===== src/rtl/base64url_canonical_decoder_unit_assert.svh =====
// ---------------------------------------------------------------------------
// base64url decoder assertion macros
// concurrent checks clocked on clk, disabled while rst_n is low
// ---------------------------------------------------------------------------
`ifndef BASE64URL_CANONICAL_DECODER_UNIT_ASSERT_SVH
`define BASE64URL_CANONICAL_DECODER_UNIT_ASSERT_SVH

// same-cycle implication
`define B64U_ASSERT_IMPL(label, ante, cons) \
  label: assert property (@(posedge clk) disable iff (!rst_n) (ante) |-> (cons)) \
    else $error("b64u assertion failed");

// next-cycle implication
`define B64U_ASSERT_NEXT(label, ante, cons) \
  label: assert property (@(posedge clk) disable iff (!rst_n) (ante) |=> (cons)) \
    else $error("b64u assertion failed");

`endif


===== src/rtl/b64u_pkg.sv =====
// ---------------------------------------------------------------------------
// b64u_pkg
// shared types, status codes and the character map of the base64url decoder
// ---------------------------------------------------------------------------
package b64u_pkg;

  typedef enum logic [2:0] {
    ST_OK       = 3'd0,
    ST_BAD_CHAR = 3'd1,
    ST_BAD_LEN  = 3'd2,
    ST_NONCANON = 3'd3,
    ST_OVERFLOW = 3'd4
  } status_t;

  localparam logic [7:0] CH_UA    = 8'h41;
  localparam logic [7:0] CH_UZ    = 8'h5A;
  localparam logic [7:0] CH_LA    = 8'h61;
  localparam logic [7:0] CH_LZ    = 8'h7A;
  localparam logic [7:0] CH_D0    = 8'h30;
  localparam logic [7:0] CH_D9    = 8'h39;
  localparam logic [7:0] CH_DASH  = 8'h2D;
  localparam logic [7:0] CH_UNDER = 8'h5F;

  // results caused by one item, delivered one per cycle while out_tready is high
  typedef struct packed {
    logic [2:0][7:0] bytes;
    logic [1:0]      nres;
    logic            data_ok;
    logic            fin;
    status_t         status;
    logic [15:0]     total;
  } group_t;

  // {ok, sextet}
  function automatic logic [6:0] sextet_of(input logic [7:0] c);
    logic [7:0] d;
    d = 8'd0;
    if (c >= CH_UA && c <= CH_UZ) begin
      d = c - CH_UA;
      return {1'b1, d[5:0]};
    end else if (c >= CH_LA && c <= CH_LZ) begin
      d = c - CH_LA + 8'd26;
      return {1'b1, d[5:0]};
    end else if (c >= CH_D0 && c <= CH_D9) begin
      d = c - CH_D0 + 8'd52;
      return {1'b1, d[5:0]};
    end else if (c == CH_DASH) begin
      return {1'b1, 6'd62};
    end else if (c == CH_UNDER) begin
      return {1'b1, 6'd63};
    end
    return 7'd0;
  endfunction

endpackage


===== src/rtl/base64url_canonical_decoder_unit.sv =====
// ---------------------------------------------------------------------------
// base64url_canonical_decoder_unit
// unpadded base64url decoder, one character per item, canonical tail check
// ---------------------------------------------------------------------------
// in_* carries one character per item, in_tlast on the final character.
// out_* carries decoded bytes; out_tuser is byte_valid, out_tlast ends the
//   token and then out_tdata holds status and total byte count.
// cfg_wen/cfg_wdata set the byte capacity (reset 65535); write when idle.
// latency: the first result of an item is shown the cycle after acceptance.
// throughput: an item that gives no result is taken every cycle; one that
//   gives results is taken once the result register is empty or drains its
//   last result. a group's three results drain while the next characters
//   are taken, so a steady stream has no gap.
// stall: with out_tready low the result register holds and in_tready drops
//   for an item that gives results, so nothing is lost.
// reset: synchronous active-low rst_n clears token state, empties the
//   result register and restores the capacity to 65535.
// after an error the token's later characters give no result; the final
//   character gives one result with byte_valid low and the status.
// ---------------------------------------------------------------------------
module base64url_canonical_decoder_unit #(
  parameter int COUNT_BITS = 16
) (
  input  logic        clk,
  input  logic        rst_n,
  input  logic        cfg_wen,
  input  logic [15:0] cfg_wdata,
  input  logic        in_tvalid,
  output logic        in_tready,
  input  logic [7:0]  in_tdata,   // [7:0] char_code
  input  logic        in_tlast,
  output logic        out_tvalid,
  input  logic        out_tready,
  output logic [31:0] out_tdata,  // [7:0] data_byte, [10:8] status, [26:11] total_bytes
  output logic        out_tuser,  // [0] byte_valid
  output logic        out_tlast
);

  b64u_pkg::group_t grp;
  logic             in_acc;
  logic             free;
  logic [7:0]       o_byte;
  logic [2:0]       o_status;
  logic [15:0]      o_total;

  assign in_tready = free || (grp.nres == 2'd0);
  assign in_acc    = in_tvalid && in_tready;

  b64u_decode_core #(
    .COUNT_BITS (COUNT_BITS)
  ) u_core (
    .clk       (clk),
    .rst_n     (rst_n),
    .cfg_wen   (cfg_wen),
    .cfg_wdata (cfg_wdata),
    .in_acc    (in_acc),
    .in_char   (in_tdata),
    .in_fin    (in_tlast),
    .grp       (grp)
  );

  b64u_out_ser u_ser (
    .clk        (clk),
    .rst_n      (rst_n),
    .load       (in_acc && (grp.nres != 2'd0)),
    .grp_in     (grp),
    .free       (free),
    .out_tready (out_tready),
    .out_tvalid (out_tvalid),
    .out_byte   (o_byte),
    .out_bvalid (out_tuser),
    .out_last   (out_tlast),
    .out_status (o_status),
    .out_total  (o_total)
  );

  assign out_tdata = {5'd0, o_total, o_status, o_byte};

`include "base64url_canonical_decoder_unit_assert.svh"

  `B64U_ASSERT_IMPL(a_mid_clean, out_tvalid && !out_tlast, out_tdata[26:8] == 19'd0)
  `B64U_ASSERT_IMPL(a_empty_is_last, out_tvalid && !out_tuser, out_tlast)
  `B64U_ASSERT_IMPL(a_empty_is_err, out_tvalid && !out_tuser, out_tdata[10:8] != b64u_pkg::ST_OK)
  `B64U_ASSERT_IMPL(a_idle_ready, !out_tvalid, in_tready)
  `B64U_ASSERT_NEXT(a_hold, out_tvalid && !out_tready, out_tvalid && $stable(out_tdata))

endmodule


===== src/rtl/b64u_decode_core.sv =====
// ---------------------------------------------------------------------------
// b64u_decode_core
// token state, capacity register and group formation for one accepted item per cycle
// ---------------------------------------------------------------------------
module b64u_decode_core #(
  parameter int COUNT_BITS = 16
) (
  input  logic              clk,
  input  logic              rst_n,
  input  logic              cfg_wen,
  input  logic [15:0]       cfg_wdata,
  input  logic              in_acc,
  input  logic [7:0]        in_char,
  input  logic              in_fin,
  output b64u_pkg::group_t  grp
);

  localparam int WB = ((COUNT_BITS > 16) ? COUNT_BITS : 16) + 2;

  logic [15:0]           max_bytes_r;
  logic [17:0]           buf_r, buf_nxt;
  logic [1:0]            pos_r, pos_nxt;
  logic [COUNT_BITS-1:0] cnt_r, cnt_nxt;
  b64u_pkg::status_t     err_r, err_nxt;

  logic [6:0]            sx;
  logic [5:0]            v;
  logic [1:0]            need;
  logic                  fits;
  logic [COUNT_BITS-1:0] cnt_add;
  logic [WB-1:0]         cnt_add_w, cnt_cur_w;
  logic                  fail_now;
  b64u_pkg::status_t     fail_code;
  logic [23:0]           w;

  assign sx        = b64u_pkg::sextet_of(in_char);
  assign v         = sx[5:0];
  assign need      = (pos_r == 2'd3) ? 2'd3 : pos_r;
  assign cnt_cur_w = WB'(cnt_r);
  assign fits      = (cnt_cur_w + WB'(need)) <= WB'(max_bytes_r);
  assign cnt_add   = cnt_r + COUNT_BITS'(need);
  assign cnt_add_w = WB'(cnt_add);
  assign w         = {buf_r, v};

  always_comb begin
    buf_nxt   = buf_r;
    pos_nxt   = pos_r;
    cnt_nxt   = cnt_r;
    err_nxt   = err_r;
    fail_now  = 1'b0;
    fail_code = err_r;
    grp       = '0;
    grp.status = b64u_pkg::ST_OK;

    if (err_r != b64u_pkg::ST_OK) begin
      fail_now = in_fin;
    end else if (!sx[6]) begin
      err_nxt   = b64u_pkg::ST_BAD_CHAR;
      fail_code = b64u_pkg::ST_BAD_CHAR;
      fail_now  = in_fin;
    end else if (pos_r == 2'd3) begin
      if (!fits) begin
        err_nxt   = b64u_pkg::ST_OVERFLOW;
        fail_code = b64u_pkg::ST_OVERFLOW;
        fail_now  = in_fin;
      end else begin
        cnt_nxt     = cnt_add;
        buf_nxt     = '0;
        pos_nxt     = 2'd0;
        grp.bytes   = {w[7:0], w[15:8], w[23:16]};
        grp.nres    = 2'd3;
        grp.data_ok = 1'b1;
        grp.fin     = in_fin;
        grp.total   = in_fin ? cnt_add_w[15:0] : 16'd0;
      end
    end else if (!in_fin) begin
      buf_nxt = w[17:0];
      pos_nxt = pos_r + 2'd1;
    end else if (pos_r == 2'd0) begin
      err_nxt   = b64u_pkg::ST_BAD_LEN;
      fail_code = b64u_pkg::ST_BAD_LEN;
      fail_now  = 1'b1;
    end else if (pos_r == 2'd1) begin
      if ((v & 6'h0f) != 6'd0) begin
        fail_code = b64u_pkg::ST_NONCANON;
        fail_now  = 1'b1;
      end else if (!fits) begin
        fail_code = b64u_pkg::ST_OVERFLOW;
        fail_now  = 1'b1;
      end else begin
        grp.bytes   = {8'd0, 8'd0, buf_r[5:0], v[5:4]};
        grp.nres    = 2'd1;
        grp.data_ok = 1'b1;
        grp.fin     = 1'b1;
        grp.total   = cnt_add_w[15:0];
      end
    end else begin
      if ((v & 6'h03) != 6'd0) begin
        fail_code = b64u_pkg::ST_NONCANON;
        fail_now  = 1'b1;
      end else if (!fits) begin
        fail_code = b64u_pkg::ST_OVERFLOW;
        fail_now  = 1'b1;
      end else begin
        grp.bytes   = {8'd0, buf_r[3:0], v[5:2], buf_r[11:6], buf_r[5:4]};
        grp.nres    = 2'd2;
        grp.data_ok = 1'b1;
        grp.fin     = 1'b1;
        grp.total   = cnt_add_w[15:0];
      end
    end

    if (fail_now) begin
      grp         = '0;
      grp.nres    = 2'd1;
      grp.fin     = 1'b1;
      grp.status  = fail_code;
      grp.total   = cnt_cur_w[15:0];
    end

    // every final item closes the token
    if (in_fin) begin
      buf_nxt = '0;
      pos_nxt = 2'd0;
      cnt_nxt = '0;
      err_nxt = b64u_pkg::ST_OK;
    end
  end

  always_ff @(posedge clk) begin
    if (!rst_n) begin
      max_bytes_r <= 16'hffff;
      buf_r       <= '0;
      pos_r       <= 2'd0;
      cnt_r       <= '0;
      err_r       <= b64u_pkg::ST_OK;
    end else begin
      if (cfg_wen) begin
        max_bytes_r <= cfg_wdata;
      end
      if (in_acc) begin
        buf_r <= buf_nxt;
        pos_r <= pos_nxt;
        cnt_r <= cnt_nxt;
        err_r <= err_nxt;
      end
    end
  end

endmodule


===== src/rtl/b64u_out_ser.sv =====
// ---------------------------------------------------------------------------
// b64u_out_ser
// result register that hands out a group of up to three results, one a cycle while out_tready is high
// ---------------------------------------------------------------------------
module b64u_out_ser (
  input  logic             clk,
  input  logic             rst_n,
  input  logic             load,
  input  b64u_pkg::group_t grp_in,
  output logic             free,
  input  logic             out_tready,
  output logic             out_tvalid,
  output logic [7:0]       out_byte,
  output logic             out_bvalid,
  output logic             out_last,
  output logic [2:0]       out_status,
  output logic [15:0]      out_total
);

  b64u_pkg::group_t grp_r;
  logic             vld_r, vld_nxt;
  logic [1:0]       beat_r, beat_nxt;
  logic             last_beat;
  logic             take;

  assign last_beat = (beat_r == (grp_r.nres - 2'd1));
  assign take      = vld_r && out_tready;
  assign free      = !vld_r || (out_tready && last_beat);

  assign out_tvalid = vld_r;
  assign out_bvalid = grp_r.data_ok;
  assign out_byte   = grp_r.data_ok ? grp_r.bytes[beat_r] : 8'd0;
  assign out_last   = grp_r.fin && last_beat;
  assign out_status = out_last ? grp_r.status : 3'd0;
  assign out_total  = out_last ? grp_r.total : 16'd0;

  always_comb begin
    vld_nxt  = vld_r;
    beat_nxt = beat_r;
    if (take) begin
      if (last_beat) begin
        vld_nxt  = 1'b0;
        beat_nxt = 2'd0;
      end else begin
        beat_nxt = beat_r + 2'd1;
      end
    end
    if (load) begin
      vld_nxt  = 1'b1;
      beat_nxt = 2'd0;
    end
  end

  always_ff @(posedge clk) begin
    if (!rst_n) begin
      vld_r  <= 1'b0;
      beat_r <= 2'd0;
    end else begin
      vld_r  <= vld_nxt;
      beat_r <= beat_nxt;
    end
  end

  always_ff @(posedge clk) begin
    if (load) begin
      grp_r <= grp_in;
    end
  end

endmodule


===== config.mk =====
export PLATFORM = sky130hd
export DESIGN_NAME = base64url_canonical_decoder_unit
export DESIGN_NICKNAME = d
export VERILOG_FILES = /design/src/rtl/b64u_pkg.sv /design/src/rtl/base64url_canonical_decoder_unit.sv /design/src/rtl/b64u_decode_core.sv /design/src/rtl/b64u_out_ser.sv
export VERILOG_INCLUDE_DIRS = /design/src /design/src/rtl
export SDC_FILE = /design/constraint.sdc
export NUM_CORES = 1
export LEC_CHECK = 0
export ABC_AREA = 1
export ABC_CLOCK_PERIOD_IN_PS = 5040
export BUFFER_PORTS_ARGS = -buffer_cell sky130_fd_sc_hd__buf_2
export CORE_MARGIN = 8
export CORE_UTILIZATION = 55
export CTS_CLUSTER_DIAMETER = 30
export DETAILED_ROUTE_END_ITERATION = 7
export GPL_TIMING_DRIVEN = 1
export PLACE_DENSITY = 0.86
export SKIP_CTS_REPAIR_TIMING = 1
export SLEW_MARGIN = 15
export SYNTH_ARGS = -nofsm -noshare
export SYNTH_HDL_FRONTEND = slang
export SYNTH_SLANG_ARGS = --single-unit

===== constraint.sdc =====
create_clock -name clk -period 5.04 [get_ports clk]
set_input_delay 0.252 -clock clk [delete_from_list [all_inputs] [get_ports clk]]
set_output_delay 0.252 -clock clk [all_outputs]
set_load 0.03 [all_outputs]

==> Word level (Yosys, flattened, before mapping) <==
Cells that the tools add are included.
{ "totals": {"regBits": 105, "in_bits": 30, "wordCells": 153} }
{ "classes": {"addsub": 10, "n_lt_le_gt_ge": 8, "n_eq_ne": 8, "n_mux": 82, "bitwise": 2, "reduce_logical": 28} }
{ "op_table": {"columns": ["cell", "n"], "rows": [
  ["16-bit two-way mux", 17],
  ["28-bit two-way mux", 7],
  ["18-bit two-way mux", 5],
  ["3-bit two-way mux", 14],
  ["7-bit two-way mux", 6],
  ["23-bit two-way mux", 1],
  ["20-bit two-way mux", 1],
  ["18-bit by 16-bit less-or-equal comparator with 1-bit output", 1],
  ["1-bit two-way mux", 18],
  ["16-bit by 2-bit adder with 17-bit output", 1],
  ["16-bit by 2-bit adder with 16-bit output", 1],
  ["8-bit binary-select mux with 2-bit select", 1],
  ["8-bit by 7-bit >= comparator with 1-bit output (second input constant)", 2],
  ["8-bit by 7-bit less-or-equal comparator with 1-bit output (second input constant)", 2],
  ["8-bit two-way mux", 2],
  ["2-bit two-way mux", 7],
  ["12-bit two-way mux", 1],
  ["2-bit nonzero test", 6],
  ["6-bit nonzero test", 2],
  ["6-bit subtractor (second input constant)", 2],
  ["8-bit by 6-bit == test with 1-bit output (second input constant)", 1],
  ["8-bit by 7-bit == test with 1-bit output (second input constant)", 1],
  ["8-bit by 6-bit >= comparator with 1-bit output (second input constant)", 1],
  ["8-bit by 6-bit less-or-equal comparator with 1-bit output (second input constant)", 1],
  ["25 further kinds", 37]
]} }

==> Longest topological paths before layout <==
{ "logic_depth": {"ltp_word": 22, "ltp_mapped": 29, "mapped_depth_nobuf": 28} }

==> Hierarchy <==
Synthesis repeated with hierarchy kept, for this count alone.
{ "unflattened": {"cells_unflattened": 900, "area_unflattened_um2": 6667.6} }
{ "by_module_without_submodules": {"columns": ["mod", "n_inst", "cells_per_inst", "area_per_inst_um2"], "rows": [
  ["b64u_decode_core", 1, 720, 4569.4],
  ["b64u_out_ser", 1, 167, 2016.9],
  ["base64url_canonical_decoder_unit", 1, 13, 81.3]
]} }

==> Least setup slack after synthesis <==
Ideal clock, no wire load.
{ "synth_timing": {"kind": "reg-to-reg", "start": "reg u_core.pos_r[0]", "end": "reg u_ser.grp_r[0] in the netlist's numbering, enable pin", "setup_time_ns": 0.383, "t_arrival_ns": 4.242, "t_required_ns": 4.657, "slack_ns": 0.415, "path_stages_with_launch": 26, "n_path_buf": 1, "period_less_slack_ns": 4.625, "cell_sequence": "dfxtp_1 > ha_1 > clkinv_1 > clkbuf_1 > nand2_1 > ha_1 > a21oi_1 > nor4_1 > nand2_1 > nor3_2 > nand2_1 > nor2_1 > nand3_1 > nand2_1 > nand2_1 > ha_1 > nand2_1 > nor3_1 > nand3_1 > nand2_1 > nand2_1 > nor2_1 > nand2_1 > nand2_1 > nand3_2 > inv_2"} }
{ "synth_via": {"elab_chain_len": 17, "word_cells_on_any_way": 33, "classes_between": "1 x add/sub; 1 x order compare; 2 x eq/ne; 23 x mux; 6 x reduce/logical"} }
{ "synth_rtl": {"columns": ["element", "line", "rtl"], "rows": [
  ["start, declared", "b64u_decode_core.sv:22", "logic [1:0] pos_r, pos_nxt;"],
  ["start signal, assigned", "b64u_decode_core.sv:143", "pos_r <= pos_nxt;"],
  ["2-bit == test", "b64u_decode_core.sv:38, b64u_decode_core.sv:61", null],
  ["2-bit two-way mux", "b64u_decode_core.sv:38", "assign need = (pos_r == 2'd3) ? 2'd3 : pos_r;"],
  ["16-bit by 2-bit adder with 17-bit output", "b64u_decode_core.sv:40", "assign fits = (cnt_cur_w + WB'(need)) <= WB'(max_bytes_r);"],
  ["18-bit by 16-bit less-or-equal comparator with 1-bit output", "b64u_decode_core.sv:40", null],
  ["12-bit two-way mux (tied with other cells)", "b64u_decode_core.sv:87", "end else if (!fits) begin"],
  ["28-bit two-way mux (tied with other cells)", "b64u_decode_core.sv:84", "if ((v & 6'h0f) != 6'd0) begin"],
  ["28-bit two-way mux or 1-bit two-way mux (tied branches)", "b64u_decode_core.sv:83", "end else if (pos_r == 2'd1) begin"],
  ["28-bit two-way mux or 1-bit two-way mux (tied branches)", "b64u_decode_core.sv:79", "end else if (pos_r == 2'd0) begin"],
  ["[2 not listed]", null, null],
  ["4-bit two-way mux or 1-bit two-way mux (tied branches)", "b64u_decode_core.sv:57", "end else if (!sx[6]) begin"],
  ["4-bit two-way mux or 1-bit two-way mux (tied branches)", "b64u_decode_core.sv:55", "if (err_r != b64u_pkg::ST_OK) begin"],
  ["23-bit two-way mux (*)", "b64u_decode_core.sv:113", "if (fail_now) begin"],
  ["2-bit logical NOT", "base64url_canonical_decoder_unit.sv:46", "assign in_tready = free || (grp.nres == 2'd0);"],
  ["1-bit logical OR", "base64url_canonical_decoder_unit.sv:46", null],
  ["1-bit logical AND", "base64url_canonical_decoder_unit.sv:47", "assign in_acc = in_tvalid && in_tready;"],
  ["1-bit logical AND (*)", "base64url_canonical_decoder_unit.sv:65", ".load (in_acc && (grp.nres != 2'd0)),"],
  ["named net u_ser.load", "b64u_out_ser.sv:8", "input logic load,"],
  ["end signal, assigned", "b64u_out_ser.sv:66", "grp_r <= grp_in;"],
  ["end, declared", "b64u_out_ser.sv:20", "b64u_pkg::group_t grp_r;"]
]} }
Mark *: on every way through the listed nets, which the timed path passes. The rest lies on a longest branch.
A chain may end at the register's enable or synchronous reset.

==> qor.yml <==
outcome:
  status: "complete, no violations"
setup_path:
  reg2reg_depth: 24
  r2r-start: "u_core.pos_r[0]"
  critPathMaxStageDelay_ns: 0.38
  worstSetupStartpoint: "u_core.pos_r[0]"
  critical_path.endpoint: "u_ser.grp_r[4]"
  cp_cell_sequence: "ha_1 > clkinv_1 > nand2_1 > ha_1 > a21oi_1 > nor4_2 > nand2_1 > nor3_2 > nand2_1 > nor2_1 > nand3_1 > nand2_1 > nand2_1 > ha_1 > nand2_1 > nor3_1 > nand3_1 > nand2_1 > nand4_1 > nor2_8 > nor2_2 > a21oi_4 > nand2_1 > nand2_1"
  crit_required_ns: 5.26
  crit_path_max_fanout: 16
  worst_setup_path_start_kind: "flop"
  cp_slowest_cell: "a21oi_4"
  r2r_end: "u_ser.grp_r[4]"
  cp-end-kind: "flop"
  r2r_slack_ns: 0.47
  cp.arrival_ns: 4.78
  critPathMostFrequentCell: "nand2_1"
  crit_type: "flop to flop"
cells_and_area:
  num-nets-final: 1088
  final_area_sq_mm: 0.00764
  syn2layout_area_growth_pct: 9.85
  finalNonFillerCells: 1206
  final_layout_size_suffix_gt1_frac: 0.127
  diodes: 0
  fin_util: 0.613
power_and_ir_drop:
  clockPowerShare: 0.313
  vdd_drop_max_uv: 179
  power.internal_mw: 1.42
  leakagePower_nw: 3.77
  power_per_cell_area_mw_per_mm2: 271
  p_sw_frac: 0.316
  power.switching_mw: 0.655
  comb_power_share: 0.215
  power_frac_seq: 0.472
clocking:
  path_clk_slew_ns: 0.07
  cts_root_buf: "clkbuf_16"
  cts_buffers: 9
  cts_tree: "built"
  cts_sinks: 105
  cts_max_level: 3
  cts.path.max_buffers: 2
  insertion_delay_ns: 0.35
floorplanning:
  die_h_um: 128
  boundaryPins: 66
  row_count: 41
  start_util: 0.558
  die_area_sq_mm: 0.0165
  fp.coreArea_sq_mm: 0.0125
  fp.dieW_um: 128
timing:
  finalClockSkew_ns: 0.00685
  finalCritPeriodShare: 0.906
  setup_viol: 0
  setup_tns_ns: 0
  slew_headroom: 0.373
  fmax_mhz: 219
  rsz0062_at_grt: "no"
  final_hold_viol_count: 0
  worst_pin_slew_ns: 0.934
  maxSlewViolCount: 0
  min_period_ns: 4.57
  timing.final.ws_setup_ns: 0.472
global_routing:
  grt_overflow_total: 0
  grt_pass1_vias: 5598
  grt_use_total: 0.207
  grt_max_degree: 55
  antenna_found_initial: 0
  grt_pass1_wl_mm: 27.7
detailed_routing:
  post_drt_wl_per_cell_um: 13.9
  dr.pass1.iters: 8
  drc: 0
  vias_per_cell: 5.18
  routed_wl_mm: 16.8
  vias: 6246
  dr.first_iter.drc_count: 641
  ant_nets: 0
logic_synthesis:
  netlist_area_sq_mm: 0.00696
  synth_seq_cells: 105
  syn-mean-instance-area_sq_um: 7.07
  yosys_warnings: 0
  netlist_instances: 985
  synth.distinct_cells: 52
  seq_area_frac_synth: 0.370
placed_design:
  gp_congestion: 0.949
  placed_cells: 1189
  portBuffers: 60
  postPlaceCellArea_sq_mm: 0.00736
  place_ws_ns: 0.558
  dp_hpwl_mm: 12.7
min_path:
  hold_path_depth: 3
  min_path_type: "primary input to flop"
flow_run:
  drv_cap: 0
==> cell type report <==
type	count	area [sq um]
Clock buffer	10	229
Inverter	148	558
Clock inverter	6	43.8
Multi-Input combinational cell	695	3630
Fill cell	1172	4820
Tap cell	172	215
Sequential cell	105	2570
Timing Repair Buffer	70	400
==> cell families (layout without fill, tap and decap cells) <==
logic type	count (synthesis)	in the layout	share of synthesized area
and+or+nand+nor	500	500	0.319
buffers and inverters	189	234	0.112
AOI/OAI and AO/OA	141	141	0.120
DFF	105	105	0.370
adders and majority gates	29	29	0.0532
xor gates and xnor gates	20	20	0.0252
other	1	5	0.000539
==> layer usage <==
| layer | share of wire | vias to the layer above | global-route usage |
|---|---|---|---|
| met5 | 0 | - | 0 |
| li1 | - | 3203 | - |
| met4 | 0.016 | 0 | 0.0629 |
| met1 | 0.49 | 2719 | 0.304 |
| met3 | 0.10 | 25 | 0.0538 |
| met2 | 0.40 | 299 | 0.288 |
==> power by group through the flow <==
stage	clock network, mW	registers (mW)	logic, mW
after CTS	0.653	0.975	0.439
after global routing	0.693	0.982	0.501
after detailed placement	0	0.994	0.436
after floorplan	0	0.984	0.336
final	0.648	0.977	0.446
after global placement	0	0.993	0.428
==> Yosys cell counts (all sizes together) <==
cell type | n | share of area
nand2 | 249 | 0.14
nor2 | 162 | 0.098
inv | 146 | 0.079
a21oi | 71 | 0.057
dfxtp | 58 | 0.17
nand3 | 54 | 0.046
o21ai | 48 | 0.036
edfxtp | 47 | 0.20
ha | 28 | 0.050
buf | 21 | 0.021
clkbuf | 20 | 0.011
xor2 | 17 | 0.021
nand4 | 13 | 0.014
nor3 | 10 | 0.0079
o21bai | 10 | 0.012
nand3b | 4 | 0.0043
nor4 | 4 | 0.0036
a22oi | 3 | 0.0032
xnor2 | 3 | 0.0038
a21boi | 2 | 0.0022
a21o | 2 | 0.0022
a31oi | 2 | 0.0040
clkinv | 2 | 0.0011
and2 | 1 | 0.00090
and3 | 1 | 0.00090
conb | 1 | 0.00054
fa | 1 | 0.0029
nor3b | 1 | 0.0011
o211ai | 1 | 0.0011
o21a | 1 | 0.0011
o311ai | 1 | 0.0013
or2 | 1 | 0.00090
==> worst max-delay path, delay by kind of cell (launching register included) <==
kind                     cells  cell delay [ns]
flip-flops                   1             0.33
AO/OA/AOI/OAI                2             0.47
buffers and inverters        1             0.07
adder cells (fa/ha/maj)      3             0.82
AND/OR/NAND/NOR             18             2.75
==> registers in the layout, indices dropped and copies added, names as in the netlist <==
signal              count
u_core.buf_r           18
u_core.cnt_r           16
u_core.err_r            3
u_core.max_bytes_r     16
u_core.pos_r            2
u_ser.beat_r            2
u_ser.grp_r            46
u_ser.out_bvalid        1
u_ser.out_tvalid        1
==> how the worst min path moves through the flow <==
stage | slack (ns) | endpoint | start
3_5_place_dp | 0.46 | u_core.max_bytes_r[0] | u_core.max_bytes_r[0]
6_report | 0.12 | u_core.max_bytes_r[13] | cfg_wdata[13]
3_3_place_gp | 0.45 | u_core.err_r[1] | u_core.err_r[1]
2_1_floorplan | 0.37 | u_core.max_bytes_r[0] | cfg_wen
5_1_grt | 0.12 | u_core.max_bytes_r[10] | cfg_wdata[10]
4_1_cts | 0.12 | u_core.max_bytes_r[4] | cfg_wdata[4]
==> cells in the final DEF (no fill, tap or decap), types with 2 or more instances in the layout <==
master,count
nand3b_1,4
clkbuf_16,9
nand2_1,240
nor3_1,9
o21ai_0,41
a21oi_4,2
nand3_4,3
nor2_4,2
o21ai_2,3
dfxtp_1,58
a22oi_1,3
xnor2_1,3
inv_2,6
inv_1,139
a21oi_1,64
a21boi_0,2
buf_4,8
clkinv_1,2
a21o_1,2
nor2_8,3
conb_1,5
nand4_1,12
nand2_2,4
o21bai_1,9
nand3_2,3
a21oi_2,5
nand2_4,5
nand3_1,48
o21ai_1,4
clkinv_4,2
nor2_2,3
nor2_1,154
xor2_1,17
ha_1,28
buf_2,60
edfxtp_1,47
buf_12,2
nor4_1,3
==> per-stage QoR <==
| stage | power [mW] | hold slack, ns |
|---|---|---|
| 6_report | 2.07 | 0.119 |
| 5_1_grt | 2.18 | 0.122 |
| 4_1_cts | 2.07 | 0.116 |
| 3_5_place_dp | 1.43 | 0.457 |
| 3_3_place_gp | 1.42 | 0.449 |
| 2_1_floorplan | 1.32 | 0.374 |
Power figures use the tool's default switching activity.
